File: config.mk
export PLATFORM = sky130hd
export DESIGN_NAME = evs_energy_pipe
export DESIGN_NICKNAME = d
export VERILOG_FILES = /design/src/sv/evs_pkg.sv /design/src/sv/evs_energy_pipe.sv
export SDC_FILE = /design/constraint.sdc
export NUM_CORES = 2
export LEC_CHECK = 0
export BUFFER_PORTS_ARGS = -buffer_cell sky130_fd_sc_hd__buf_2
export CAP_MARGIN = 20
export CORE_AREA = 2 2 291 293
export DETAILED_ROUTE_END_ITERATION = 8
export DIE_AREA = 0 0 293 295
export GPL_TIMING_DRIVEN = 0
export SYNTH_ARGS = -nofsm -noshare
export SYNTH_HDL_FRONTEND = slang
export SYNTH_SLANG_ARGS = --single-unit
File: constraint.sdc
create_clock -name clock -period 7.25 [get_ports clock]
set_input_delay 0.725 -clock clock [delete_from_list [all_inputs] [get_ports clock]]
set_output_delay 0.725 -clock clock [all_outputs]
set_load 0.05 [all_outputs]
File: src/sv/evs_pkg.sv
package evs_pkg;

   localparam int FRAME_LEN_DEFAULT    = 256;
   localparam int MAX_SEGMENTS_DEFAULT = 16;
   localparam int SAMPLE_WIDTH_DEFAULT = 16;
   localparam int INDEX_WIDTH_DEFAULT  = 24;

   localparam int THR_WIDTH    = 39;
   localparam int OUT_WIDTH    = 24;
   localparam int STATUS_WIDTH = 2;

   localparam logic [THR_WIDTH-1:0] THR_RESET = 39'd1000000;

   localparam logic KIND_SEGMENT = 1'b0;
   localparam logic KIND_STATUS  = 1'b1;

   localparam logic [STATUS_WIDTH-1:0] STATUS_FOUND    = 2'd0;
   localparam logic [STATUS_WIDTH-1:0] STATUS_NO_VOICE = 2'd1;
   localparam logic [STATUS_WIDTH-1:0] STATUS_TOO_MANY = 2'd2;

   typedef struct packed {
      logic valid;
      logic full;
      logic last;
   } win_ctl_type;

   typedef struct packed {
      logic                    result_kind;
      logic [OUT_WIDTH-1:0]    seg_begin;
      logic [OUT_WIDTH-1:0]    seg_length;
      logic [STATUS_WIDTH-1:0] status;
      logic                    is_last;
   } rsp_word_type;

endpackage

File: src/sv/evs_energy_pipe.sv
module evs_energy_pipe #(
   parameter int SAMPLE_WIDTH = evs_pkg::SAMPLE_WIDTH_DEFAULT,
   parameter int SUM_WIDTH    = 2 * evs_pkg::SAMPLE_WIDTH_DEFAULT - 1
                                + $clog2(evs_pkg::FRAME_LEN_DEFAULT)
) (
   input  logic                           clock,
   input  logic                           reset,
   input  logic                           advance,
   input  logic                           accept,
   input  logic signed [SAMPLE_WIDTH-1:0] new_sample,
   input  logic signed [SAMPLE_WIDTH-1:0] old_sample,
   input  logic                           full,
   input  logic                           last,
   output evs_pkg::win_ctl_type           win_ctl,
   output logic [SUM_WIDTH-1:0]           win_sum
);

   localparam int SQ_WIDTH = 2 * SAMPLE_WIDTH - 1;

   logic signed [2*SAMPLE_WIDTH-1:0] prod_new;
   logic signed [2*SAMPLE_WIDTH-1:0] prod_old;
   logic [SQ_WIDTH-1:0]              sq_new_ff;
   logic [SQ_WIDTH-1:0]              sq_old_ff;
   evs_pkg::win_ctl_type             s1_ctl_ff;
   evs_pkg::win_ctl_type             s2_ctl_ff;
   logic [SUM_WIDTH-1:0]             sum_ff;
   logic [SUM_WIDTH-1:0]             sum_in;
   logic [SUM_WIDTH-1:0]             s2_sum_ff;

   assign prod_new = new_sample * new_sample;
   assign prod_old = old_sample * old_sample;

   assign sum_in = sum_ff + SUM_WIDTH'(sq_new_ff) - SUM_WIDTH'(sq_old_ff);

   always_ff @(posedge clock) begin
      if (reset) begin
         s1_ctl_ff <= '0;
         s2_ctl_ff <= '0;
         sum_ff    <= '0;
      end else if (advance) begin
         s1_ctl_ff.valid <= accept;
         s1_ctl_ff.full  <= full;
         s1_ctl_ff.last  <= last;
         s2_ctl_ff       <= s1_ctl_ff;
         if (s1_ctl_ff.valid) begin
            sum_ff <= s1_ctl_ff.last ? '0 : sum_in;
         end
      end
   end

   always_ff @(posedge clock) begin
      if (advance) begin
         sq_new_ff <= prod_new[SQ_WIDTH-1:0];
         sq_old_ff <= prod_old[SQ_WIDTH-1:0];
         s2_sum_ff <= sum_in;
      end
   end

   assign win_ctl = s2_ctl_ff;
   assign win_sum = s2_sum_ff;

endmodule

# == Word-level counts from Yosys, hierarchy flattened ==
# Cells that the tools add are included.
# W data, S select, Z words.
# classes
add_sub_neg,2
reduce_logical,1
n_mul,2
mux,1
# op_table
cell,count
$mul A16 B16 Y31,2
$add A39 B31 Y39,1
$mux W39,1
$sub A39 B31 Y39,1
$reduce_and A2 Y1,1
# totals
regBits,146
in_bits,38
output_inout_bits,42
wordCells,16

# == Logic depth before layout (Yosys ltp) ==
# depth
depth_word,3
mapped_depth,26
mapped_depth_nobuf,25

# == Worst setup path after synthesis ==
# No wires, ideal clock.
# synth_path
kind,input -> register
start,input port old_sample[15]
end,"register sq_old_ff[30], data pin"
t_required_ps,6990
path_slack_ps,480
n_path_buf,2
setup_time_ps,260
t_arrival_ps,6510
stages,23
cell_sequence,clkbuf_1 inv_1 clkbuf_1 nor2_1 fa_1 inv_1 fa_1 inv_1 fa_1 fa_1 fa_1 inv_1 fa_1 inv_1 ha_1 and3_1 nand4_1 or2_2 a31oi_1 nand4_1 nand4b_1 a21oi_1 xnor2_1
# synth_via
elab_chain_len,1
# synth_rtl
item,line_no,source
start: declaration,evs_energy_pipe.sv:11,"input logic signed [SAMPLE_WIDTH-1:0] old_sample,"
$mul A16 B16 Y31,evs_energy_pipe.sv:31,assign prod_old = old_sample * old_sample;
named net prod_old[30],evs_energy_pipe.sv:21,logic signed [2*SAMPLE_WIDTH-1:0] prod_old;
end signal: assignment,evs_energy_pipe.sv:54,sq_old_ff <= prod_old[SQ_WIDTH-1:0];
end: declaration,evs_energy_pipe.sv:23,logic [SQ_WIDTH-1:0] sq_old_ff;
# The timed path passes the listed nets, and every way through them passes these cells.
# A chain may end at the register's enable or synchronous reset.

# == Worst setup path in the final report ==
# layout_path
start,input port old_sample[3]
end,"register sq_old_ff[29], data pin"
# The elaborated chain is that of the path after synthesis.

==> out/metrics.yaml <==
routing:
  routed-via-count: 16832
  wire_per_inst_um: 14.71
  drtIter0Drc: 922
  avgViaCountPerCell: 4.436
  drc_errors: 0
  dr.pass1.iters: 7
  drt_wl_total_um: 55810
  detail-route-antenna-nets: 0
clock_network:
  hold_buffers: 0
  cts_resized: 7
  clock_latency_ns: 0.44
  tritoncts: "built"
  ctsHtreeMaxLevel: 4
  cts_root_buf: "clkbuf_16"
  post_cts_buffers: 0
  clock-sinks: 144
  cts_made_buffers: 17
  cts.reportedPaths.clkPinSlew_ns: 0.06
  clockBufferDepth: 2
floorplanning:
  die_x_um: 293
  io_pins: 80
  num_rows: 106
  core_area_um2: 83160
  start_util_pct: 29.90
  die_height_um: 295
  design.die.area_um2: 86440
finish:
  fin_nets: 3440
  area_delta_synth_final_pct: 9.399
  drive_gt1_share_pct: 5.785
  fin_area_um2: 27200
  diodes: 0
logic_synthesis:
  avgSynthCellArea_um2: 9.520
  synthTopCellsByCount: "787 x inv_1, 487 x fa_1, 213 x ha_1"
  yosysUniqueCellTypes: 67
  synth_edf_count: 99
  synthCells: 2612
  netlist.top_cell.by_area: "fa_1"
  yosysTopAreaCellShare_pct: 39.21
  async_flop_share_pct: 0
  synthFlopType: "edfxtp_1"
  seq_area_frac_synth_pct: 15.58
  syn_area_um2: 24870
  synth_area_leaders: "fa_1 39%, edfxtp_1 12%, inv_1 12%"
  synth_seq_cells: 144
  syn_nets: 3350
  synth_most_common_cell: "inv_1"
  yosys_warnings: 0
placed_design:
  place_ws_ns: -0.7127
  routabilityCongestion: 0.8711
  dp_hpwl_um: 48350
  numPortBuffers: 74
  place_area_um2: 26610
setup_path:
  crit_required_ns: 7.42
  cp_common_cell: "fa_1"
  startpoint_type: "primary input"
  path_cells: "buf_2, clkbuf_1, nand2_1, fa_1, fa_1, fa_1, inv_1, fa_1, fa_1, inv_1, fa_1, inv_1, ha_1, a21o_1, a21o_1, a21oi_1, o21ai_0, a21o_1, o21ai_0, a21oi_1, o41ai_2, o211ai_1"
  cp_max_fo: 10
  crit_family: "adder cells"
  crit_slowest_cell: "fa_1"
  cp.arrival_ns: 7.10
  slowest_delay_ns: 0.56
  critPathKind: "in -> reg"
  critPathBufInv: 5
  cp-end-kind: "flop"
global_route:
  grt_pass1_vias: 18111
  grt_util_all_layers_pct: 13.70
  antenna_found_initial: 0
  grt_overflow: 0
  grt_pass1_wl_um: 93180
  grt_start_max_net_pins: 59
worst_hold_path:
  hp-class: "reg -> reg"
sta:
  post-route-min-period_ns: 6.933
  fin_ws_ns: 0.3169
  hold_violations: 0
  fin_crit_sh_pct: 95.63
  rsz0062_at_grt: "no"
  setup_violations: 0
  slew_headroom_pct: 47.70
  max_slew.worst_pin.slew_ns: 0.7846
  fmax_mhz: 144.2
  slew_viol_final: 0
  finClkSkew_ns: 0.01029
job:
  max-cap-violations: 0
run_status:
  status: "completed"
layer usage:
metal / GRT usage, % / vias up / routed length [µm]
li1: - / 8026 / -
met1: 18.81 / 8472 / 26040
met2: 23.28 / 283 / 26640
met3: 1.707 / 51 / 2063
met4: 2.764 / 0 / 1064
met5: 0 / - / 0
logic make-up after synthesis:
logic type	after synthesis	share of synthesized area (%)
adders and majority gates	700	49.92
AOI/OAI and AO/OA	278	7.563
and+or+nand+nor	501	9.238
buffers and inverters	857	12.96
DFF	144	15.58
xor gates and xnor gates	124	4.398
muxes	8	0.3371
layout by cell type (no fill, tap or decap), types with 4 or more instances in the layout:
cell type  netlist  layout
a21o_1          42      42
a21oi_1         81      81
a22oi_1         30      30
a31o_2           8       8
a31oi_1          5       4
a41oi_1          5       5
and2_1          63      63
and3_1           7       7
buf_2            5      78
clkbuf_1        63      47
clkbuf_16        0      17
clkbuf_2         0      13
dfxtp_1         45      45
edfxtp_1        99      99
fa_1           487     486
ha_1           213     213
inv_1          787     786
inv_6            0       5
mux2i_1          5       5
nand2_1        182     182
nand2b_1        17      17
nand3_1         21      21
nand4_1         12      12
nor2_1         145     145
nor2b_1          8       8
nor3_1          18      18
nor3b_1          4       4
o211ai_1         9       9
o21a_1          10      10
o21ai_0         36      35
o21ai_1          4       5
o21bai_1        13      13
or2_2            6       6
or3_1            4       4
xnor2_1         99      99
xor2_1          24      24
worst min-delay path, stage by stage, from the launching register on:
cell	delay [ns]
dfxtp_1	0.31
nand2_1	0.05
a21oi_1	0.06
flip-flops by register name (all words and copies together), names as in the netlist:
name       cells
win_sum       39
win_ctl        3
s1_ctl_ff      3
sq_old_ff     30
sum_ff        39
sq_new_ff     30
final cells by class:
class	instances	area (µm²)
repair buffers	75	392.9
multi-input cells	1611	17790
clock inverters	13	136.4
clock buffers	18	429.2
inverters	789	2965
fillers	8544	55950
well taps	1080	1351
flip-flops and latches	144	3874
plain buffers	64	262.8
metrics by stage:
step | util [%] | hold slack [ns] | setup TNS, ns | instances
floorplan | - | 0.4363 | 0 | 2612
global placement | 31.97 | 0.4461 | -6.816 | 3766
detailed placement | 32.00 | 0.4524 | -6.009 | 3767
CTS | 32.70 | 0.4625 | 0 | 3798
global route | 32.71 | 0.4913 | 0 | 3794
finish | 32.71 | 0.4587 | 0 | 3794
final timing paths:
path / to / slack [ns] / depth (start not counted) / start
worst max-delay path: sq_old_ff[29]$_DFFE_PP_ / 0.32 / 22 / old_sample[3]
worst min-delay path: sum_ff[23]$_SDFFE_PP0P_ / 0.46 / 2 / sum_ff[23]$_SDFFE_PP0P_
worst max register to register: win_sum[22]$_DFFE_PP_ / 3.12 / 14 / sum_ff[0]$_SDFFE_PP0P_
worst min register to register: sum_ff[23]$_SDFFE_PP0P_ / 0.46 / 2 / sum_ff[23]$_SDFFE_PP0P_
Power is left out: the tool's default activity adds up to more than one toggle a clock period on the data nets, which glitch-free logic cannot reach.
