### config.mk
export PLATFORM = sky130hd
export DESIGN_NAME = evs_segmenter
export DESIGN_NICKNAME = d
export VERILOG_FILES = /design/src/sv/evs_pkg.sv /design/src/sv/evs_segmenter.sv
export SDC_FILE = /design/constraint.sdc
export NUM_CORES = 1
export LEC_CHECK = 0
export BUFFER_PORTS_ARGS = -buffer_cell sky130_fd_sc_hd__buf_2
export CELL_PAD_IN_SITES_DETAIL_PLACEMENT = 0
export CELL_PAD_IN_SITES_GLOBAL_PLACEMENT = 1
export CORE_ASPECT_RATIO = 0.7
export CORE_MARGIN = 3
export CORE_UTILIZATION = 50
export CTS_BUF_LIST = sky130_fd_sc_hd__clkbuf_16
export CTS_CLUSTER_DIAMETER = 60
export DETAILED_ROUTE_END_ITERATION = 10
export PLACE_DENSITY = 0.94
export SYNTH_ARGS = -nofsm -noshare
export SYNTH_HDL_FRONTEND = slang
export SYNTH_SLANG_ARGS = --single-unit
### constraint.sdc
create_clock -name clock -period 10.6 [get_ports clock]
set_input_delay 2.65 -clock clock [delete_from_list [all_inputs] [get_ports clock]]
set_output_delay 2.65 -clock clock [all_outputs]
set_load 0.005 [all_outputs]
### src/sv/evs_pkg.sv
package evs_pkg;

   localparam int FRAME_LEN_DEFAULT    = 256;
   localparam int MAX_SEGMENTS_DEFAULT = 16;
   localparam int SAMPLE_WIDTH_DEFAULT = 16;
   localparam int INDEX_WIDTH_DEFAULT  = 24;

   localparam int THR_WIDTH    = 39;
   localparam int OUT_WIDTH    = 24;
   localparam int STATUS_WIDTH = 2;

   localparam logic [THR_WIDTH-1:0] THR_RESET = 39'd1000000;

   localparam logic KIND_SEGMENT = 1'b0;
   localparam logic KIND_STATUS  = 1'b1;

   localparam logic [STATUS_WIDTH-1:0] STATUS_FOUND    = 2'd0;
   localparam logic [STATUS_WIDTH-1:0] STATUS_NO_VOICE = 2'd1;
   localparam logic [STATUS_WIDTH-1:0] STATUS_TOO_MANY = 2'd2;

   typedef struct packed {
      logic valid;
      logic full;
      logic last;
   } win_ctl_type;

   typedef struct packed {
      logic                    result_kind;
      logic [OUT_WIDTH-1:0]    seg_begin;
      logic [OUT_WIDTH-1:0]    seg_length;
      logic [STATUS_WIDTH-1:0] status;
      logic                    is_last;
   } rsp_word_type;

endpackage

### src/sv/evs_segmenter.sv
module evs_segmenter #(
   parameter int FRAME_LEN    = evs_pkg::FRAME_LEN_DEFAULT,
   parameter int MAX_SEGMENTS = evs_pkg::MAX_SEGMENTS_DEFAULT,
   parameter int INDEX_WIDTH  = evs_pkg::INDEX_WIDTH_DEFAULT,
   parameter int SUM_WIDTH    = 2 * evs_pkg::SAMPLE_WIDTH_DEFAULT - 1
                                + $clog2(evs_pkg::FRAME_LEN_DEFAULT)
) (
   input  logic                              clock,
   input  logic                              reset,
   input  logic                              advance,
   input  evs_pkg::win_ctl_type              win_ctl,
   input  logic [SUM_WIDTH-1:0]              win_sum,
   input  logic [evs_pkg::THR_WIDTH-1:0]     threshold,
   output logic                              room,
   output logic                              rsp_valid,
   input  logic                              rsp_ready,
   output evs_pkg::rsp_word_type             rsp_word
);

   localparam int CMP_WIDTH  = (SUM_WIDTH > evs_pkg::THR_WIDTH) ? SUM_WIDTH
                                                                : evs_pkg::THR_WIDTH;
   localparam int SEG_WIDTH  = $clog2(MAX_SEGMENTS + 1);
   localparam int FIFO_DEPTH = 4;
   localparam int PTR_WIDTH  = $clog2(FIFO_DEPTH);
   localparam int CNT_WIDTH  = $clog2(FIFO_DEPTH + 1);

   logic                   in_seg_ff;
   logic                   in_seg_in;
   logic                   ovf_ff;
   logic                   ovf_in;
   logic [SEG_WIDTH-1:0]   seg_cnt_ff;
   logic [SEG_WIDTH-1:0]   seg_cnt_in;
   logic [INDEX_WIDTH-1:0] idx_ff;
   logic [INDEX_WIDTH-1:0] idx_in;
   logic [INDEX_WIDTH-1:0] begin_ff;
   logic [INDEX_WIDTH-1:0] begin_in;

   logic                   fire;
   logic                   live;
   logic                   tested;
   logic                   voice;
   logic                   close;
   logic [INDEX_WIDTH-1:0] start;
   logic [SEG_WIDTH-1:0]   seg_cnt_inc;

   evs_pkg::rsp_word_type  rec_word;
   evs_pkg::rsp_word_type  stat_word;
   evs_pkg::rsp_word_type  first_word;

   evs_pkg::rsp_word_type  fifo_ff [FIFO_DEPTH];
   logic [PTR_WIDTH-1:0]   wr_ptr_ff;
   logic [PTR_WIDTH-1:0]   wr_ptr_in;
   logic [PTR_WIDTH-1:0]   rd_ptr_ff;
   logic [PTR_WIDTH-1:0]   rd_ptr_in;
   logic [CNT_WIDTH-1:0]   cnt_ff;
   logic [CNT_WIDTH-1:0]   cnt_in;
   logic [1:0]             push_n;
   logic                   pop;

   assign fire        = advance && win_ctl.valid;
   assign live        = !ovf_ff;
   assign tested      = live && win_ctl.full;
   assign start       = idx_ff - INDEX_WIDTH'(FRAME_LEN - 1);
   assign voice       = CMP_WIDTH'(win_sum) > CMP_WIDTH'(threshold);
   assign close       = tested && !voice && in_seg_ff;
   assign seg_cnt_inc = seg_cnt_ff + 1'b1;

   always_comb begin
      in_seg_in  = in_seg_ff;
      begin_in   = begin_ff;
      seg_cnt_in = seg_cnt_ff;
      ovf_in     = ovf_ff;
      idx_in     = idx_ff;
      if (tested) begin
         in_seg_in = voice;
         if (voice && !in_seg_ff) begin
            begin_in = start;
         end
      end
      if (close) begin
         seg_cnt_in = seg_cnt_inc;
         if (seg_cnt_inc >= SEG_WIDTH'(MAX_SEGMENTS)) begin
            ovf_in = 1'b1;
         end
      end
      if (live) begin
         idx_in = idx_ff + 1'b1;
      end
   end

   always_comb begin
      rec_word.result_kind = evs_pkg::KIND_SEGMENT;
      rec_word.seg_begin   = evs_pkg::OUT_WIDTH'(begin_ff);
      rec_word.seg_length  = evs_pkg::OUT_WIDTH'(start - begin_ff);
      rec_word.status      = evs_pkg::STATUS_FOUND;
      rec_word.is_last     = !win_ctl.last;

      stat_word.result_kind = evs_pkg::KIND_STATUS;
      stat_word.seg_begin   = '0;
      stat_word.seg_length  = '0;
      stat_word.is_last     = 1'b1;
      if (ovf_in) begin
         stat_word.status = evs_pkg::STATUS_TOO_MANY;
      end else if (seg_cnt_in == '0) begin
         stat_word.status = evs_pkg::STATUS_NO_VOICE;
      end else begin
         stat_word.status = evs_pkg::STATUS_FOUND;
      end

      first_word = close ? rec_word : stat_word;
   end

   always_ff @(posedge clock) begin
      if (reset) begin
         in_seg_ff  <= 1'b0;
         ovf_ff     <= 1'b0;
         seg_cnt_ff <= '0;
         idx_ff     <= '0;
         begin_ff   <= '0;
      end else if (fire) begin
         if (win_ctl.last) begin
            in_seg_ff  <= 1'b0;
            ovf_ff     <= 1'b0;
            seg_cnt_ff <= '0;
            idx_ff     <= '0;
            begin_ff   <= '0;
         end else begin
            in_seg_ff  <= in_seg_in;
            ovf_ff     <= ovf_in;
            seg_cnt_ff <= seg_cnt_in;
            idx_ff     <= idx_in;
            begin_ff   <= begin_in;
         end
      end
   end

   assign push_n    = fire ? (2'(close) + 2'(win_ctl.last)) : 2'd0;
   assign pop       = rsp_valid && rsp_ready;
   assign wr_ptr_in = wr_ptr_ff + PTR_WIDTH'(push_n);
   assign rd_ptr_in = rd_ptr_ff + PTR_WIDTH'(pop);
   assign cnt_in    = cnt_ff + CNT_WIDTH'(push_n) - CNT_WIDTH'(pop);

   always_ff @(posedge clock) begin
      if (reset) begin
         wr_ptr_ff <= '0;
         rd_ptr_ff <= '0;
         cnt_ff    <= '0;
      end else begin
         wr_ptr_ff <= wr_ptr_in;
         rd_ptr_ff <= rd_ptr_in;
         cnt_ff    <= cnt_in;
      end
   end

   always_ff @(posedge clock) begin
      if (push_n != 2'd0) begin
         fifo_ff[wr_ptr_ff] <= first_word;
      end
      if (push_n == 2'd2) begin
         fifo_ff[PTR_WIDTH'(wr_ptr_ff + 1'b1)] <= stat_word;
      end
   end

   assign room      = cnt_ff <= CNT_WIDTH'(FIFO_DEPTH - 2);
   assign rsp_valid = cnt_ff != '0;
   assign rsp_word  = fifo_ff[rd_ptr_ff];

endmodule

; ---- Word-level counts from Yosys, hierarchy flattened
; Memory sizes are Yosys's and may differ from the RTL's. A register that Yosys moved wholly into a read port is not among the register bits.
; Index checks and enable logic that the tools add are counted.
[op_classes]
n_bitwise = 0
reduce_logical = 18
magnitude_cmp = 3
shifts = 0
eq_ne = 2
n_div = 0
muxes = 21
add_sub_neg = 10
n_mul = 0
[ops]
columns = cell, n
row1 = $mux W24, 5
row2 = $mux W52, 1
row3 = $gt A39 B39 Y1, 1
row4 = $add A24 B1 Y24 const B, 1
row5 = $sub A24 B24 Y24, 1
row6 = $sub A24 B8 Y24 const B, 1
row7 = $mux W1, 10
row8 = $mux W5, 2
row9 = $logic_and A1 B1 Y1, 6
row10 = $mux W2, 3
row11 = $reduce_bool A2 Y1, 3
row12 = $add A5 B1 Y5 const B, 1
row13 = $ge A5 B5 Y1 const B, 1
row14 = $logic_not A5 Y1, 1
row15 = $logic_not A1 Y1, 4
row16 = $reduce_and A2 Y1, 2
row17 = $add A3 B2 Y3, 1
row18 = $le A3 B2 Y1 const B, 1
row19 = $reduce_and A3 Y1, 1
row20 = $reduce_bool A3 Y1, 1
row21 = $sub A3 B1 Y3, 1
row22 = $add A1 B1 Y2, 1
row23 = $add A2 B1 Y2, 1
row24 = $add A2 B1 Y2 const B, 1
row25 = other kinds (3), 3
[totals]
output_inout_bits = 54
romBits = 0
word_cells = 63
ff_bits = 62
ram_bits = 208
in_bits = 85
latch_bits = 0
memories = 1
[mem_list]
columns = name, words, width, read_ports, rd_clocked_by_memory_dff, wr, line_no
row1 = fifo_ff, 4, 52, 1, 1, 2, evs_segmenter.sv:50  ; evs_pkg::rsp_word_type fifo_ff [FIFO_DEPTH];

; ---- Depth between registers and ports, before layout
[depth]
depth_word = 9
depth_mapped = 22
ltp_nobuf = 20

; ---- Worst setup path before layout
; Ideal clock, no wire load.
[synth_timing]
path_kind = input-to-reg
from = input port threshold[16] (netlist name)
to = memory fifo_ff[2][1] (netlist name) (data pin)
arrival_ns = 6.498
path_buffers = 3
setup_time_ns = 0.272
slack_ns = 3.830
stages = 18
required_time_ns = 10.328
cell_sequence = inv_1 ha_1 a21o_1 a21o_1 a21oi_1 o21ai_0 a2111oi_0 o2bb2ai_1 a21o_4 inv_2 buf_6 buf_4 ha_1 o21ai_1 nor2_1 nor2_1 clkbuf_1 a211oi_1
[synth_lines]
columns = item, line_no
row1 = from (decl), evs_segmenter.sv:13  ; input logic [evs_pkg::THR_WIDTH-1:0] threshold,
row2 = to (decl), evs_segmenter.sv:50

==> metrics.txt <==
outcome=finished, final reports clean; leakage=0.006038 uW; share of cells above drive strength 1=18.06%; Yosys top cell area share=40.21%; Final Max Slew Viols=0; drt first-iter violations=909; ys async rst share=0%; Worst Path Max Fanout=36; Port Buf Inserts=138; crit path cell chain=buf_2 > ha_1 > a21o_1 > a21o_1 > a21oi_1 > o21ai_0 > a2111oi_0 > o2bb2ai_1 > a21o_4 > inv_2 > ha_1 > o21ai_1 > nor2_1 > nor2_4 > buf_4 > nand2_1 > o21ai_1; Commonest cells post-synth=262 x dfxtp_1, 143 x nand2_1, 114 x o21ai_0; reg2reg end=fifo_ff[3][20]; main area contributors after synthesis=dfxtp_1 40%, mux4_2 9.0%, ha_1 6.7%; nets=1,603; WL/cell=19.61 um; worst hold slack=0.4440 ns; register bit total from synthesis=270; Antenna Cells=0; via count=10,607; Switch Pwr=556.5 uW; final setup vio count=0; R2R cell count=14; maximum clock insertion buffer count=3; hpwl dp=24,140 um; Cell Area, Synth=13,050 sq um; internal power=1673 uW; worst skew pair latency=0.54 ns; CP Launch Type=input port; postcts setup bufs=0; fillers=2,166; total gr overflow=0; clock share of power=40.4%; Root Driver=clkbuf_16; Hold EP=fifo_ff[3][37]; reg2reg start=idx_ff[0]; number of global-route vias before repair=10,420; Slew Limit Headroom=27.14%; Logic pwr share=11.5%; clock sinks=270; Die Area=28,100 sq um; minimum clock period=7.224 ns; Worst EP required=11.04 ns; Post-synth EDFFs=8; worst-margin pin slew=1.085 ns; Hold Crit Start=fifo_ff[3][37]; Worst Hold Class=flop to flop; hold-fix buffers at CTS=0; initial core utilization=51.84%; CTS tree=yes; Synth cell types=71; cell count after synthesis=1,345; row count=48; register area share after synthesis=42.05%; Post-DRT Antenna Nets=0; Post-CTS Resized=0; CTS H-Tree Depth=1; Global Route Usage Sum=25.00%; main flop type after synthesis=dfxtp_1; Worst IR Drop VDD=0.1122 mV; Final Hold Vio Count=0; most numerous cell in the Yosys netlist=dfxtp_1; critical path capture point type=flop; pin count of the biggest net entering global routing=51; Max Clock Skew=0.02117 ns; Area growth, synth to finish=12.84%; Post-Synthesis Net Count=1,502; Synth area leader=dfxtp_1; first-pass GRT wire length=56,640 um; number of synthesis warnings=0; wirelength, routed=35,040 um; vias per cell=5.936; max-cap violations=0; part of the power in registers=48.0%; CP arrival=7.67 ns; TritonCTS buffer count=26; DR pass1 iterations=6; Buf+Inv Stages, Crit Path=3; cell area power density=151.4 nW/um^2; setup TNS=0 ns; switching share of total power=24.96%; Worst-path clk slew=0.06 ns; Final GP Congestion=0.8388; largest delay contributor family on the critical path=compound AO/OA/AOI/OAI gates; initial antenna violation count=1; drt drc=0; Max Clk Rate=138.4 MHz; reg-to-reg slack, setup=6.07 ns; Mean Syn Cell Area=9.699 sq um; Worst path slowest cell=o21ai_1; Slowest Stage Delay on Critical Path=0.70 ns; Die W=199.1 um; unrepaired setup endpoints after global routing=false; Tcrit/Tclk final=68.15%; Top Ports=139; Core Area=25,160 sq um; hold depth=2; critical path class=input port to flop; DIE HEIGHT=141.1 um
-- sequential cells by signal, summed over array words and instances, names as in the netlist --
signal	count
fifo_ff	208
idx_ff	24
in_seg_ff	1
rd_ptr_ff	2
seg_cnt_ff	5
begin_ff	24
ovf_ff	1
cnt_ff	3
wr_ptr_ff	2
-- cell families (layout without fill, tap and decap cells) --
kind of cell / Yosys count / in the layout / share of synthesized area (%)
compound gates: 366 / 366 / 18.96
simple gates: 357 / 357 / 13.42
flops: 270 / 270 / 42.05
buf+inv: 167 / 284 / 5.342
fa+ha+maj: 72 / 72 / 7.021
xor+xnor: 59 / 59 / 4.076
mux: 54 / 54 / 9.131
-- cells in the final DEF, fill, tap and decap left out, drive strengths merged, types with 4 or more instances in the layout --
cell type	instances
a211oi	9
a21o	20
a21oi	43
a22o	80
a31oi	7
a32o	4
and3	9
buf	150
clkbuf	26
clkinv	10
dfxtp	262
edfxtp	8
ha	70
inv	95
mux4	52
nand2	146
nand2b	6
nand3	45
nand3b	4
nand4	16
nor2	61
nor2b	8
nor3	22
nor3b	5
nor4	5
o21a	5
o21ai	143
o2bb2ai	26
or3	15
or4	4
xnor2	36
xor2	23
-- metrics by stage --
step	total power, uW	cells	util [%]	setup WS (ns)	instance area [sq um]
floorplan	1264	1345	-	3.830	13050
global placement	1344	1743	55.25	3.114	13900
detailed placement	1351	1743	55.25	2.898	13900
CTS	2245	1787	58.50	3.437	14720
global route	2312	1787	58.50	2.976	14720
finish	2229	1787	58.50	3.376	14720
-- worst max-delay path by stage --
| stage | cells after the start | slack [ns] | to | startpoint |
|---|---|---|---|---|
| finish | 17 | 3.38 | fifo_ff[2][37] | win_sum[24] |
| global route | 18 | 2.98 | fifo_ff[2][37] | threshold[24] |
| CTS | 16 | 3.44 | fifo_ff[2][13] | win_sum[24] |
| detailed placement | 16 | 2.90 | fifo_ff[2][9] | win_sum[24] |
| global placement | 16 | 3.11 | fifo_ff[2][24] | win_sum[24] |
| floorplan | 18 | 3.83 | fifo_ff[2][1] | threshold[16] |
-- worst reg2reg max path, stage by stage (launching register included) --
cell	delay [ns]
dfxtp_1	0.51
ha_1	0.28
and3_1	0.21
and3_1	0.37
nand3_1	0.31
xor2_1	0.31
ha_1	0.34
a21oi_1	0.17
o21ai_0	0.21
or3_1	0.39
o211ai_1	0.21
a41o_1	0.25
nor3_1	0.06
a311oi_1	0.59
o21ai_0	0.19
-- final cells by class --
class / count / area (sq um) / share of cell area, %
flip-flops and latches: 270 / 5490 / 37.30
well taps: 325 / 406.6 / 2.762
clock inverters: 18 / 167.7 / 1.139
inverters: 90 / 337.8 / 2.295
multi-input cells: 908 / 6887 / 46.78
repair buffers: 150 / 780.7 / 5.304
clock buffers: 26 / 650.6 / 4.420
-- metal layers --
metal  vias up  part of all wire (%)  global-route usage, %
li1       5070                     -                      -
met1      5126                    47                  36.69
met2       368                    44                  38.58
met3        41                   8.0                  5.662
met4         2                   1.2                  3.954
met5         -                 0.037                      0
-- power by group through the flow --
stage | combinational (uW) | sequential (uW) | clock [uW]
floorplan | 200 | 1060 | 0
global placement | 252 | 1090 | 0
detailed placement | 256 | 1090 | 0
CTS | 258 | 1070 | 915
global route | 282 | 1070 | 955
finish | 257 | 1070 | 902
Power figures use the tool's default switching activity.
