## config.mk

```make
export PLATFORM = sky130hd
export DESIGN_NAME = evs_cell
export DESIGN_NICKNAME = d
export VERILOG_FILES = /design/src/sv/evs_pkg.sv /design/src/sv/evs_cell.sv
export SDC_FILE = /design/constraint.sdc
export NUM_CORES = 1
export LEC_CHECK = 0
export BUFFER_PORTS_ARGS = -buffer_cell sky130_fd_sc_hd__buf_2
export CAP_MARGIN = 40
export CORE_MARGIN = 3
export CORE_UTILIZATION = 38
export DETAILED_ROUTE_END_ITERATION = 10
export GPL_TIMING_DRIVEN = 0
export PLACE_DENSITY = 0.72
export SYNTH_ARGS = -nofsm -noshare
export SYNTH_HDL_FRONTEND = slang
export SYNTH_SLANG_ARGS = --single-unit
```

## constraint.sdc

```tcl
create_clock -name clock -period 0.8 [get_ports clock]
set_clock_uncertainty 0.05 [all_clocks]
set_input_delay 0.16 -clock clock [delete_from_list [all_inputs] [get_ports clock]]
set_output_delay 0.16 -clock clock [all_outputs]
set_load 0.02 [all_outputs]
```

## src/sv/evs_pkg.sv

```systemverilog
package evs_pkg;

   localparam int FRAME_LEN_DEFAULT    = 256;
   localparam int MAX_SEGMENTS_DEFAULT = 16;
   localparam int SAMPLE_WIDTH_DEFAULT = 16;
   localparam int INDEX_WIDTH_DEFAULT  = 24;

   localparam int THR_WIDTH    = 39;
   localparam int OUT_WIDTH    = 24;
   localparam int STATUS_WIDTH = 2;

   localparam logic [THR_WIDTH-1:0] THR_RESET = 39'd1000000;

   localparam logic KIND_SEGMENT = 1'b0;
   localparam logic KIND_STATUS  = 1'b1;

   localparam logic [STATUS_WIDTH-1:0] STATUS_FOUND    = 2'd0;
   localparam logic [STATUS_WIDTH-1:0] STATUS_NO_VOICE = 2'd1;
   localparam logic [STATUS_WIDTH-1:0] STATUS_TOO_MANY = 2'd2;

   typedef struct packed {
      logic valid;
      logic full;
      logic last;
   } win_ctl_type;

   typedef struct packed {
      logic                    result_kind;
      logic [OUT_WIDTH-1:0]    seg_begin;
      logic [OUT_WIDTH-1:0]    seg_length;
      logic [STATUS_WIDTH-1:0] status;
      logic                    is_last;
   } rsp_word_type;

endpackage

```

## src/sv/evs_cell.sv

```systemverilog
module evs_cell #(
   parameter int SAMPLE_WIDTH = evs_pkg::SAMPLE_WIDTH_DEFAULT
) (
   input  logic                           clock,
   input  logic                           reset,
   input  logic                           shift,
   input  logic                           clear,
   input  logic signed [SAMPLE_WIDTH-1:0] d_sample,
   input  logic                           d_valid,
   output logic signed [SAMPLE_WIDTH-1:0] q_sample,
   output logic                           q_valid
);

   logic signed [SAMPLE_WIDTH-1:0] sample_ff;
   logic                           valid_ff;

   always_ff @(posedge clock) begin
      if (reset) begin
         sample_ff <= '0;
         valid_ff  <= 1'b0;
      end else if (shift) begin
         if (clear) begin
            sample_ff <= '0;
            valid_ff  <= 1'b0;
         end else begin
            sample_ff <= d_sample;
            valid_ff  <= d_valid;
         end
      end
   end

   assign q_sample = sample_ff;
   assign q_valid  = valid_ff;

endmodule

```

# --- Yosys cells after proc, flatten, opt, wreduce, memory -nomap -nowiden ---
# Index checks and enable logic that the tools add are counted.
totals:
  wordCells: 4
  output_inout_bits: 17
  regBits: 17
classes:
  mux: 2
ops:
  columns: ["operator", "n"]
  rows:
  - ["$mux W16", 1]
  - ["$mux W1", 1]

# --- Logic depth before layout (Yosys ltp) ---
# Gate-level depths: netlist of the first run.
logic_depth:
  ltp_word: 1
  ltp_mapped: 3
  ltp_nobuf: 2

# --- Least setup slack after synthesis of the first run ---
# No wires, ideal clock.
synth_path:
  path_type: "register to register"
  start: "register, netlist name q_sample[0]"
  end: "register sample_ff[0], in the netlist q_sample[0]"
  setup_slack_ns: 0.089
  n_path_buf: 0
  path_stages_with_launch: 3
  t_arrival_ns: 0.591
  period_less_slack_ns: 0.711
  cell_sequence: "dfxtp_1 -> nand2b_1 -> a21oi_1"
synth_rtl:
  columns: ["item", "line", "text"]
  rows:
  - ["to (signal assigned)", "evs_cell.sv:26", "sample_ff <= d_sample;"]
  - ["to (decl)", "evs_cell.sv:14", "logic signed [SAMPLE_WIDTH-1:0] sample_ff;"]

# --- Final worst setup path of the first run ---
layout_path:
  start: "register sample_ff[6], in the netlist q_sample[6]"
  end: "output q_sample[6]"
layout_rtl:
  columns: ["item", "line", "text"]
  rows:
  - ["to (decl)", "evs_cell.sv:10", "output logic signed [SAMPLE_WIDTH-1:0] q_sample,"]
# No word-level cell between the ends.

==> flow_summary_export.csv, run 1 <==
group,metric,value,unit
global_route,grt_usage,16.3,%
timing,finalSetupTns,-2740,ps
routing,antenna_left,0,
job,cap_violations,0,
floorplan,pin_count,38,
routing,wl_per_cell,12.6,um
timing,setup_ws,-172,ps
timing,finalSetupViolations,19,
synthesis,synthArstFlopShare,0,%
cells_and_area,area_growth,61.0,%
synthesis,synth_nets,95,
synthesis,yosysSeqAreaShare,48.5,%
clocking,cts_buffer_depth,2,
clocking,hold_buffers,0,
timing,finalHoldViolations,0,
synthesis,synthTopCellsByCount,"a21oi_1, dfxtp_1, nand2b_1, nand3b_1",
status,violations,"setup timing",
timing,min_period_over_period,122,%
routing,drtIter0Drc,7,
setup_path,critical_path.top_delay_family,"flip-flops",
clocking,root_buffer,"clkbuf_4",
synthesis,yosys_warnings,0,
cells_and_area,stdcell_area,1130,sq um
floorplan,floorplan.initialDensity,43.6,%
synthesis,synth_cell_types,7,
routing,via_per_inst,4.72,
setup_path,worst_setup_path_end_kind,"output port",
clocking,cts_tree,"built",
min_path,hp-class,"input port to flip-flop",
timing,fmax,1030,MHz
timing,final_max_slew_viol_count,0,
timing,relSlewSlack,87.9,%
global_route,grt_first_pass_wirelength,2.97,mm
setup_path,path_class,"flip-flop to output port",
floorplan,core_area,1610,sq um
synthesis,synth_area,702,sq um
routing,dr.pass1.iters,3,
synthesis,synth_flop_cell,"dfxtp_1",
floorplan,num_rows,14,
power_and_ir_drop,p_leak,0.475,nW
floorplan,die_w,49.0,um
routing,drc_errors,0,
setup_path,crit_chain,"buf_6",
status,status,"complete, but fails checks",
power_and_ir_drop,powerDensity,1480,nW/um^2
global_route,grt_start_max_net_pins,11,
routing,vias,679,
cells_and_area,nNetsFinal,142,
timing,rsz0062_at_grt,"true",
setup_path,worst_path_max_delay_cell,"dfxtp_2",
place,place.gp.congestion,0.666,
setup_path,critPathMaxStageDelay,360,ps
global_route,grt_pass1_vias,676,
synthesis,syn-instance-count,74,
synthesis,synth_top_cell_by_area,"dfxtp_1",
setup_path,cp.required,590,ps
floorplan,fp.dieH,49.0,um
setup_path,startpoint_type,"flip-flop",
synthesis,synth-seq-cells,17,
global_route,antenna_found_initial,0,
floorplan,die_area,2400,sq um
cells_and_area,diodes,0,
place,place_area,912,sq um
synthesis,synthDominantCellAreaShare,48.5,%
synthesis,synthTopCellsByArea,"dfxtp_1, nand3b_1, nand2b_1",
power_and_ir_drop,irDropWorstVdd,0.000889,V
clocking,worstSkewPairLatency,290,ps
setup_path,crit_buf_inv,1,
timing,post-route-min-period,972,ps
setup_path,worst-path-max-fanout,2,
clocking,path_clk_slew,90,ps
clocking,cts_num_sinks,17,
routing,totalWireLength,1.81,mm
place,dp_hpwl,1.20,mm
global_route,grt_overflow,0,
cells_and_area,drive_gt1_share,58.3,%
setup_path,crit_arrival,760,ps
clocking,numCtsBuffers,3,
synthesis,synth_edf_count,0,
synthesis,avgSynthCellArea,9.49,sq um
clocking,htreeDepth,1,
timing,worst_slew_pin_slew,181,ps
place,port_buffers,36,
==> flip-flops by register name, indices dropped and copies added, names as in the netlist <==
signal    count
q_valid       1
q_sample     16
==> kinds of logic (layout without fill, tap and decap cells) <==
group / after synthesis / count (layout) / share of synthesized area (%)
flops: 17 / 17 / 48.5
compound gates: 17 / 17 / 12.1
simple gates: 34 / 34 / 33.3
buf+inv: 6 / 52 / 6.06
==> cell usage in the layout (no fill, tap or decap) <==
master,count
dfxtp_2,17
a21oi_1,16
nand3b_1,17
nand2b_1,16
a21oi_2,1
clkbuf_4,3
clkbuf_1,1
buf_4,4
buf_6,21
buf_2,21
nand2b_4,1
clkbuf_2,2
==> layer usage <==
layer  vias up  wire (um)  global-route usage [%]
met3         5        107                    7.65
li1        344          -                       -
met4         0         24                    5.69
met2        21        947                    27.6
met5         -          0                       0
met1       309        733                    17.7
==> repair_timing <==
| action | CTS | global route |
|---|---|---|
| setup buffers | 4 | 2 |
| resized for setup | 51 | 4 |
| endpoints found under the setup margin | 17 | 17 |
==> path summary, 6_finish.rpt <==
path                start           end  slack [ps]  depth (start not counted)
max           q_sample[6]   q_sample[6]        -170                          1
min           d_sample[8]   q_sample[8]          70                          3
max reg2reg  q_sample[10]  q_sample[10]         -50                          4
min reg2reg  q_sample[14]  q_sample[14]         420                          2
==> per-stage QoR <==
stage | setup slack [ps] | power [mW] | hold slack, ps | utilization, % | cells
2_1_floorplan | 88.9 | 1.06 | 274 | - | 74
3_3_place_gp | -88.5 | 1.16 | 380 | 56.6 | 134
3_5_place_dp | -119 | 1.16 | 387 | 56.6 | 134
4_1_cts | -179 | 1.67 | 60.9 | 68.0 | 142
5_1_grt | -221 | 1.77 | 48.2 | 70.1 | 144
6_report | -172 | 1.67 | 67.3 | 70.1 | 144
==> power breakdown <==
group          leakage (nW)  internal, mW  switching, mW
clock network        0.0150         0.194          0.257
registers             0.146         0.884         0.0225
logic                 0.314         0.172          0.138
==> final cells by class <==
class                      count  area (sq um)
buffer                         6          42.5
timing repair buffer          42           339
sequential                    17           362
multi-input combinational     51           330
tap                           24          30.0
fill                         141           482
clock buffer                   4          26.3
Note: power is estimated with default switching activity, not from simulation.
==> inputs of run 2 (changes only) <==
--- a/config.mk
+++ b/config.mk
@@ -7,7 +7,7 @@
 export LEC_CHECK = 0
 export BUFFER_PORTS_ARGS = -buffer_cell sky130_fd_sc_hd__buf_2
 export CAP_MARGIN = 40
-export CORE_MARGIN = 3
+export CORE_MARGIN = 2
 export CORE_UTILIZATION = 38
 export DETAILED_ROUTE_END_ITERATION = 10
 export GPL_TIMING_DRIVEN = 0
==> flow_summary_export.csv, run 2 (synthesis results as in run 1) <==
group,metric,value,unit
setup_path,critPathMaxStageDelay,360,ps
timing,rsz0062_at_grt,"true",
cells_and_area,layout_commonest_cell,"buf_2",
setup_path,critical_path.top_delay_family,"flip-flops",
setup_path,r2r_end,"q_sample[11]",
clocking,worstSkewPairLatency,280,ps
cells_and_area,diodes,0,
timing,setup_ws,-160,ps
global_route,grt_pass1_vias,597,
setup_path,r2r_slack,-50,ps
timing,fmax,1040,MHz
floorplan,core_area,1730,sq um
clocking,cts_num_sinks,17,
timing,worst_slew_pin_slew,203,ps
place,place_area,913,sq um
routing,wl_per_cell,11.4,um
status,violations,"setup timing",
routing,vias,664,
clocking,cts_tree,"built",
timing,min_period_over_period,120,%
routing,antenna_left,0,
setup_path,reg2reg_from,"q_sample[11]",
min_path,holdPathStages,3,
setup_path,worst_setup_path_end_kind,"output port",
setup_path,crit_chain,"buf_6",
cells_and_area,stdcell_area,1120,sq um
routing,via_per_inst,4.61,
floorplan,num_rows,15,
min_path,hp-class,"input port to flip-flop",
clocking,root_buffer,"clkbuf_4",
timing,finalHoldViolations,0,
job,cap_violations,0,
timing,relSlewSlack,86.5,%
floorplan,die_w,47.0,um
power_and_ir_drop,swShare,24.6,%
clocking,htreeDepth,1,
floorplan,pin_count,38,
routing,drc_errors,0,
floorplan,die_area,2210,sq um
setup_path,startpoint,"q_sample[13]",
cells_and_area,mostFrequentLayoutCells,"buf_2, buf_6, nand3b_1, dfxtp_2",
power_and_ir_drop,irDropWorstVdd,0.00109,V
routing,drtIter0Drc,11,
floorplan,floorplan.initialDensity,40.7,%
setup_path,path_class,"flip-flop to output port",
setup_path,crit_arrival,750,ps
place,dp_hpwl,1.11,mm
cells_and_area,largest_register_ffs,16,
setup_path,crit_buf_inv,1,
min_path,hold-path-endpoint,"q_sample[13]",
power_and_ir_drop,clkPwrFrac,26.8,%
setup_path,startpoint_type,"flip-flop",
timing,post-route-min-period,960,ps
setup_path,worst_path_max_delay_cell,"dfxtp_2",
floorplan,fp.dieH,47.0,um
setup_path,cp.required,590,ps
global_route,grt_usage,15.8,%
power_and_ir_drop,p_leak,0.468,nW
global_route,antenna_found_initial,0,
global_route,grt_first_pass_wirelength,2.49,mm
routing,totalWireLength,1.64,mm
power_and_ir_drop,comb_power_share,18.3,%
min_path,min-delay-start,"d_sample[13]",
timing,final_max_slew_viol_count,0,
power_and_ir_drop,p_seq_share,54.9,%
status,status,"complete, but fails checks",
global_route,grt_start_max_net_pins,11,
power_and_ir_drop,p_int,1.25,mW
setup_path,reg2regPathDepth,4,
clocking,cts_buffer_depth,2,
power_and_ir_drop,powerDensity,1480,nW/um^2
routing,dr.pass1.iters,4,
global_route,grt_overflow,0,
clocking,numCtsBuffers,3,
cells_and_area,area_growth,59.0,%
place,port_buffers,36,
setup_path,worst-path-max-fanout,2,
clocking,path_clk_slew,90,ps
cells_and_area,drive_gt1_share,58.0,%
power_and_ir_drop,p_sw,0.406,mW
place,place.gp.congestion,0.701,
timing,finalSetupViolations,18,
cells_and_area,nNetsFinal,141,
cells_and_area,post-route-util,64.6,%
-- run 2: area by class of cell --
type,count,area (sq um)
Buffer,6,42.5
Clock buffer,4,26.3
Fill cell,153,611
Multi-Input combinational cell,51,330
Sequential cell,17,362
Tap cell,25,31.3
Timing Repair Buffer,41,324
-- run 2: worst max-delay path by stage --
stage	to	slack, ps	depth (start not counted)
global placement	q_sample[5]	-90	4
finish	q_sample[13]	-160	1
detailed placement	q_sample[4]	-110	4
CTS	q_sample[13]	-170	1
floorplan	q_sample[0]	90	2
global route	q_sample[13]	-200	1
-- run 2: power groups by stage --
stage / combinational [mW] / clock (mW) / sequential [mW]
after floorplan: 0.103 / 0 / 0.953
after global placement: 0.243 / 0 / 0.912
after detailed placement: 0.247 / 0 / 0.913
after CTS: 0.290 / 0.466 / 0.907
after global routing: 0.329 / 0.492 / 0.911
final: 0.302 / 0.443 / 0.907
-- run 2: timing repair --
action / in CTS / in global routing
gates cloned: 0 / 0
hold buffers: 0 / 0
setup buffers: 2 / 4
setup endpoints to repair: 17 / 18
resized for setup: 51 / 2
pin swaps: 0 / 1
-- run 2: per-layer routing --
metal	vias up	global-route usage (%)	part of all wire (%)
li1	342	-	-
met1	295	21.3	48
met2	27	23.8	45
met3	0	4.23	6.4
met4	0	6.67	0
met5	-	0	0
-- run 2: metrics by stage --
step / power, mW / setup TNS (ps) / hold slack [ps] / cells / worst slack, ps
floorplan: 1.06 / 0 / 274 / 74 / 88.9
global placement: 1.15 / -943 / 379 / 135 / -85.6
detailed placement: 1.16 / -1140 / 387 / 135 / -107
CTS: 1.66 / -2740 / 69.5 / 141 / -169
global route: 1.73 / -3120 / 81.7 / 144 / -197
finish: 1.65 / -2540 / 80.6 / 144 / -160
==> inputs of run 3 (changes only) <==
--- a/config.mk
+++ b/config.mk
@@ -8,10 +8,10 @@
 export BUFFER_PORTS_ARGS = -buffer_cell sky130_fd_sc_hd__buf_2
 export CAP_MARGIN = 40
 export CORE_MARGIN = 2
-export CORE_UTILIZATION = 38
+export CORE_UTILIZATION = 42
 export DETAILED_ROUTE_END_ITERATION = 10
 export GPL_TIMING_DRIVEN = 0
-export PLACE_DENSITY = 0.72
+export PLACE_DENSITY = 0.76
 export SYNTH_ARGS = -nofsm -noshare
 export SYNTH_HDL_FRONTEND = slang
 export SYNTH_SLANG_ARGS = --single-unit
==> constraint.sdc (replaced) <==
create_clock -name clock -period 1.1 [get_ports clock]
set_clock_uncertainty 0.05 [all_clocks]
set_input_delay 0.22 -clock clock [delete_from_list [all_inputs] [get_ports clock]]
set_output_delay 0.22 -clock clock [all_outputs]
set_load 0.02 [all_outputs]
==> flow_summary_export.csv, run 3 (synthesis results as in run 1) <==
group,metric,value,unit
setup_path,crit_chain,"buf_2",
timing,post-route-min-period,1060,ps
routing,dr.pass1.iters,4,
floorplan,die_w,44.9,um
global_route,grt_usage,15.5,%
setup_path,crit_buf_inv,1,
timing,finalSetupViolations,0,
timing,fmax,944,MHz
clocking,root_buffer,"clkbuf_4",
timing,worst_slew_pin_slew,180,ps
cells_and_area,largest_register_ffs,16,
timing,relSlewSlack,88.0,%
clocking,cts_buffer_depth,2,
setup_path,reg2regPathDepth,2,
clocking,worstSkewPairLatency,280,ps
floorplan,core_area,1540,sq um
power_and_ir_drop,p_leak,0.417,nW
cells_and_area,stdcell_area,947,sq um
cells_and_area,nNetsFinal,136,
place,port_buffers,36,
global_route,grt_start_max_net_pins,11,
setup_path,crit_cells,1,
setup_path,worst_setup_path_end_kind,"output port",
place,dp.cells,126,
cells_and_area,instances_no_fill,130,
floorplan,die_area,2010,sq um
job,cap_violations,0,
floorplan,floorplan.initialDensity,45.5,%
routing,antenna_left,0,
global_route,grt_pass1_vias,592,
power_and_ir_drop,p_total,1.15,mW
clocking,htreeDepth,1,
setup_path,r2r_end,"q_sample[12]",
setup_path,worst-path-max-fanout,2,
timing,rsz0062_at_grt,"false",
timing,min_period_over_period,96.3,%
power_and_ir_drop,irDropWorstVdd,0.000739,V
setup_path,startpoint_type,"flip-flop",
routing,totalWireLength,1.47,mm
setup_path,cp.required,830,ps
setup_path,path_class,"flip-flop to output port",
timing,final_max_slew_viol_count,0,
min_path,hp-class,"input port to flip-flop",
timing,finalHoldViolations,0,
floorplan,pin_count,38,
setup_path,crit_arrival,790,ps
min_path,holdPathStages,3,
routing,wl_per_cell,11.3,um
setup_path,worst_path_max_delay_cell,"dfxtp_1",
cells_and_area,area_growth,34.9,%
cells_and_area,drive_gt1_share,40.4,%
min_path,min-delay-start,"d_sample[11]",
cells_and_area,post-route-util,61.4,%
cells_and_area,seqCellArea,340,sq um
power_and_ir_drop,powerDensity,1220,nW/um^2
global_route,grt_first_pass_wirelength,2.30,mm
setup_path,startpoint,"q_valid",
routing,via_per_inst,4.96,
setup_path,endpoint,"q_valid",
clocking,cts_tree,"built",
timing,finalSetupTns,0,ps
floorplan,num_rows,14,
cells_and_area,diodes,0,
clocking,post_cts_buffers,0,
cells_and_area,multi_input_area,319,sq um
routing,drtIter0Drc,10,
setup_path,critical_path.top_delay_family,"flip-flops",
setup_path,reg2reg_from,"q_sample[12]",
global_route,antenna_found_initial,0,
clocking,cts_num_sinks,17,
cells_and_area,fillers,154,
clocking,hold_buffers,0,
place,place_area,902,sq um
cells_and_area,mostFrequentLayoutCells,"buf_2, nand2b_1, nand3b_1, a21oi_1, dfxtp_1",
clocking,path_clk_slew,90,ps
floorplan,fp.dieH,44.9,um
place,place.gp.congestion,0.734,
routing,drc_errors,0,
routing,vias,645,
setup_path,critPathMaxStageDelay,340,ps
clocking,numCtsBuffers,3,
status,status,"complete, no violations",
setup_path,r2r_slack,460,ps
cells_and_area,layout_commonest_cell,"buf_2",
global_route,grt_overflow,0,
run 3: routing by layer:
| layer | global-route usage (%) | up-vias | routed length, um |
|---|---|---|---|
| met5 | 0 | - | 0 |
| met4 | 7.06 | 0 | 7 |
| met3 | 2.40 | 2 | 116 |
| met2 | 26.4 | 26 | 697 |
| met1 | 19.3 | 287 | 650 |
| li1 | - | 330 | - |
run 3: cell type report:
class	instances	share of cell area, %
clock buffers	3	2.38
repair buffers	36	20.9
multi-input cells	51	33.7
well taps	16	2.11
clock inverters	1	0.528
plain buffers	6	4.49
flip-flops and latches	17	35.9
run 3: metrics by stage:
stage | hold slack [ps] | worst slack (ps)
final | 146 | 40.7
after global routing | 129 | 0.0411
after CTS | 134 | 22.1
after detailed placement | 406 | 142
after global placement | 401 | 156
after floorplan | 334 | 335
run 3: timing repair:
action,4_1_cts,5_1_grt
gates resized for setup,0,7
setup endpoints to repair,0,7
hold endpoints to repair,0,0
run 3: worst min-delay path by stage:
stage                        end  slack [ps]
finish              q_sample[11]         150
global route        q_sample[11]         130
CTS                  q_sample[6]         130
detailed placement   q_sample[9]         410
global placement    q_sample[11]         400
floorplan            q_sample[0]         330
run 3: power by group:
| part | leakage, nW | switching (mW) | internal, mW |
|---|---|---|---|
| logic | 0.261 | 0.0931 | 0.0907 |
| clock network | 0.0177 | 0.185 | 0.135 |
| registers | 0.139 | 0.0111 | 0.639 |
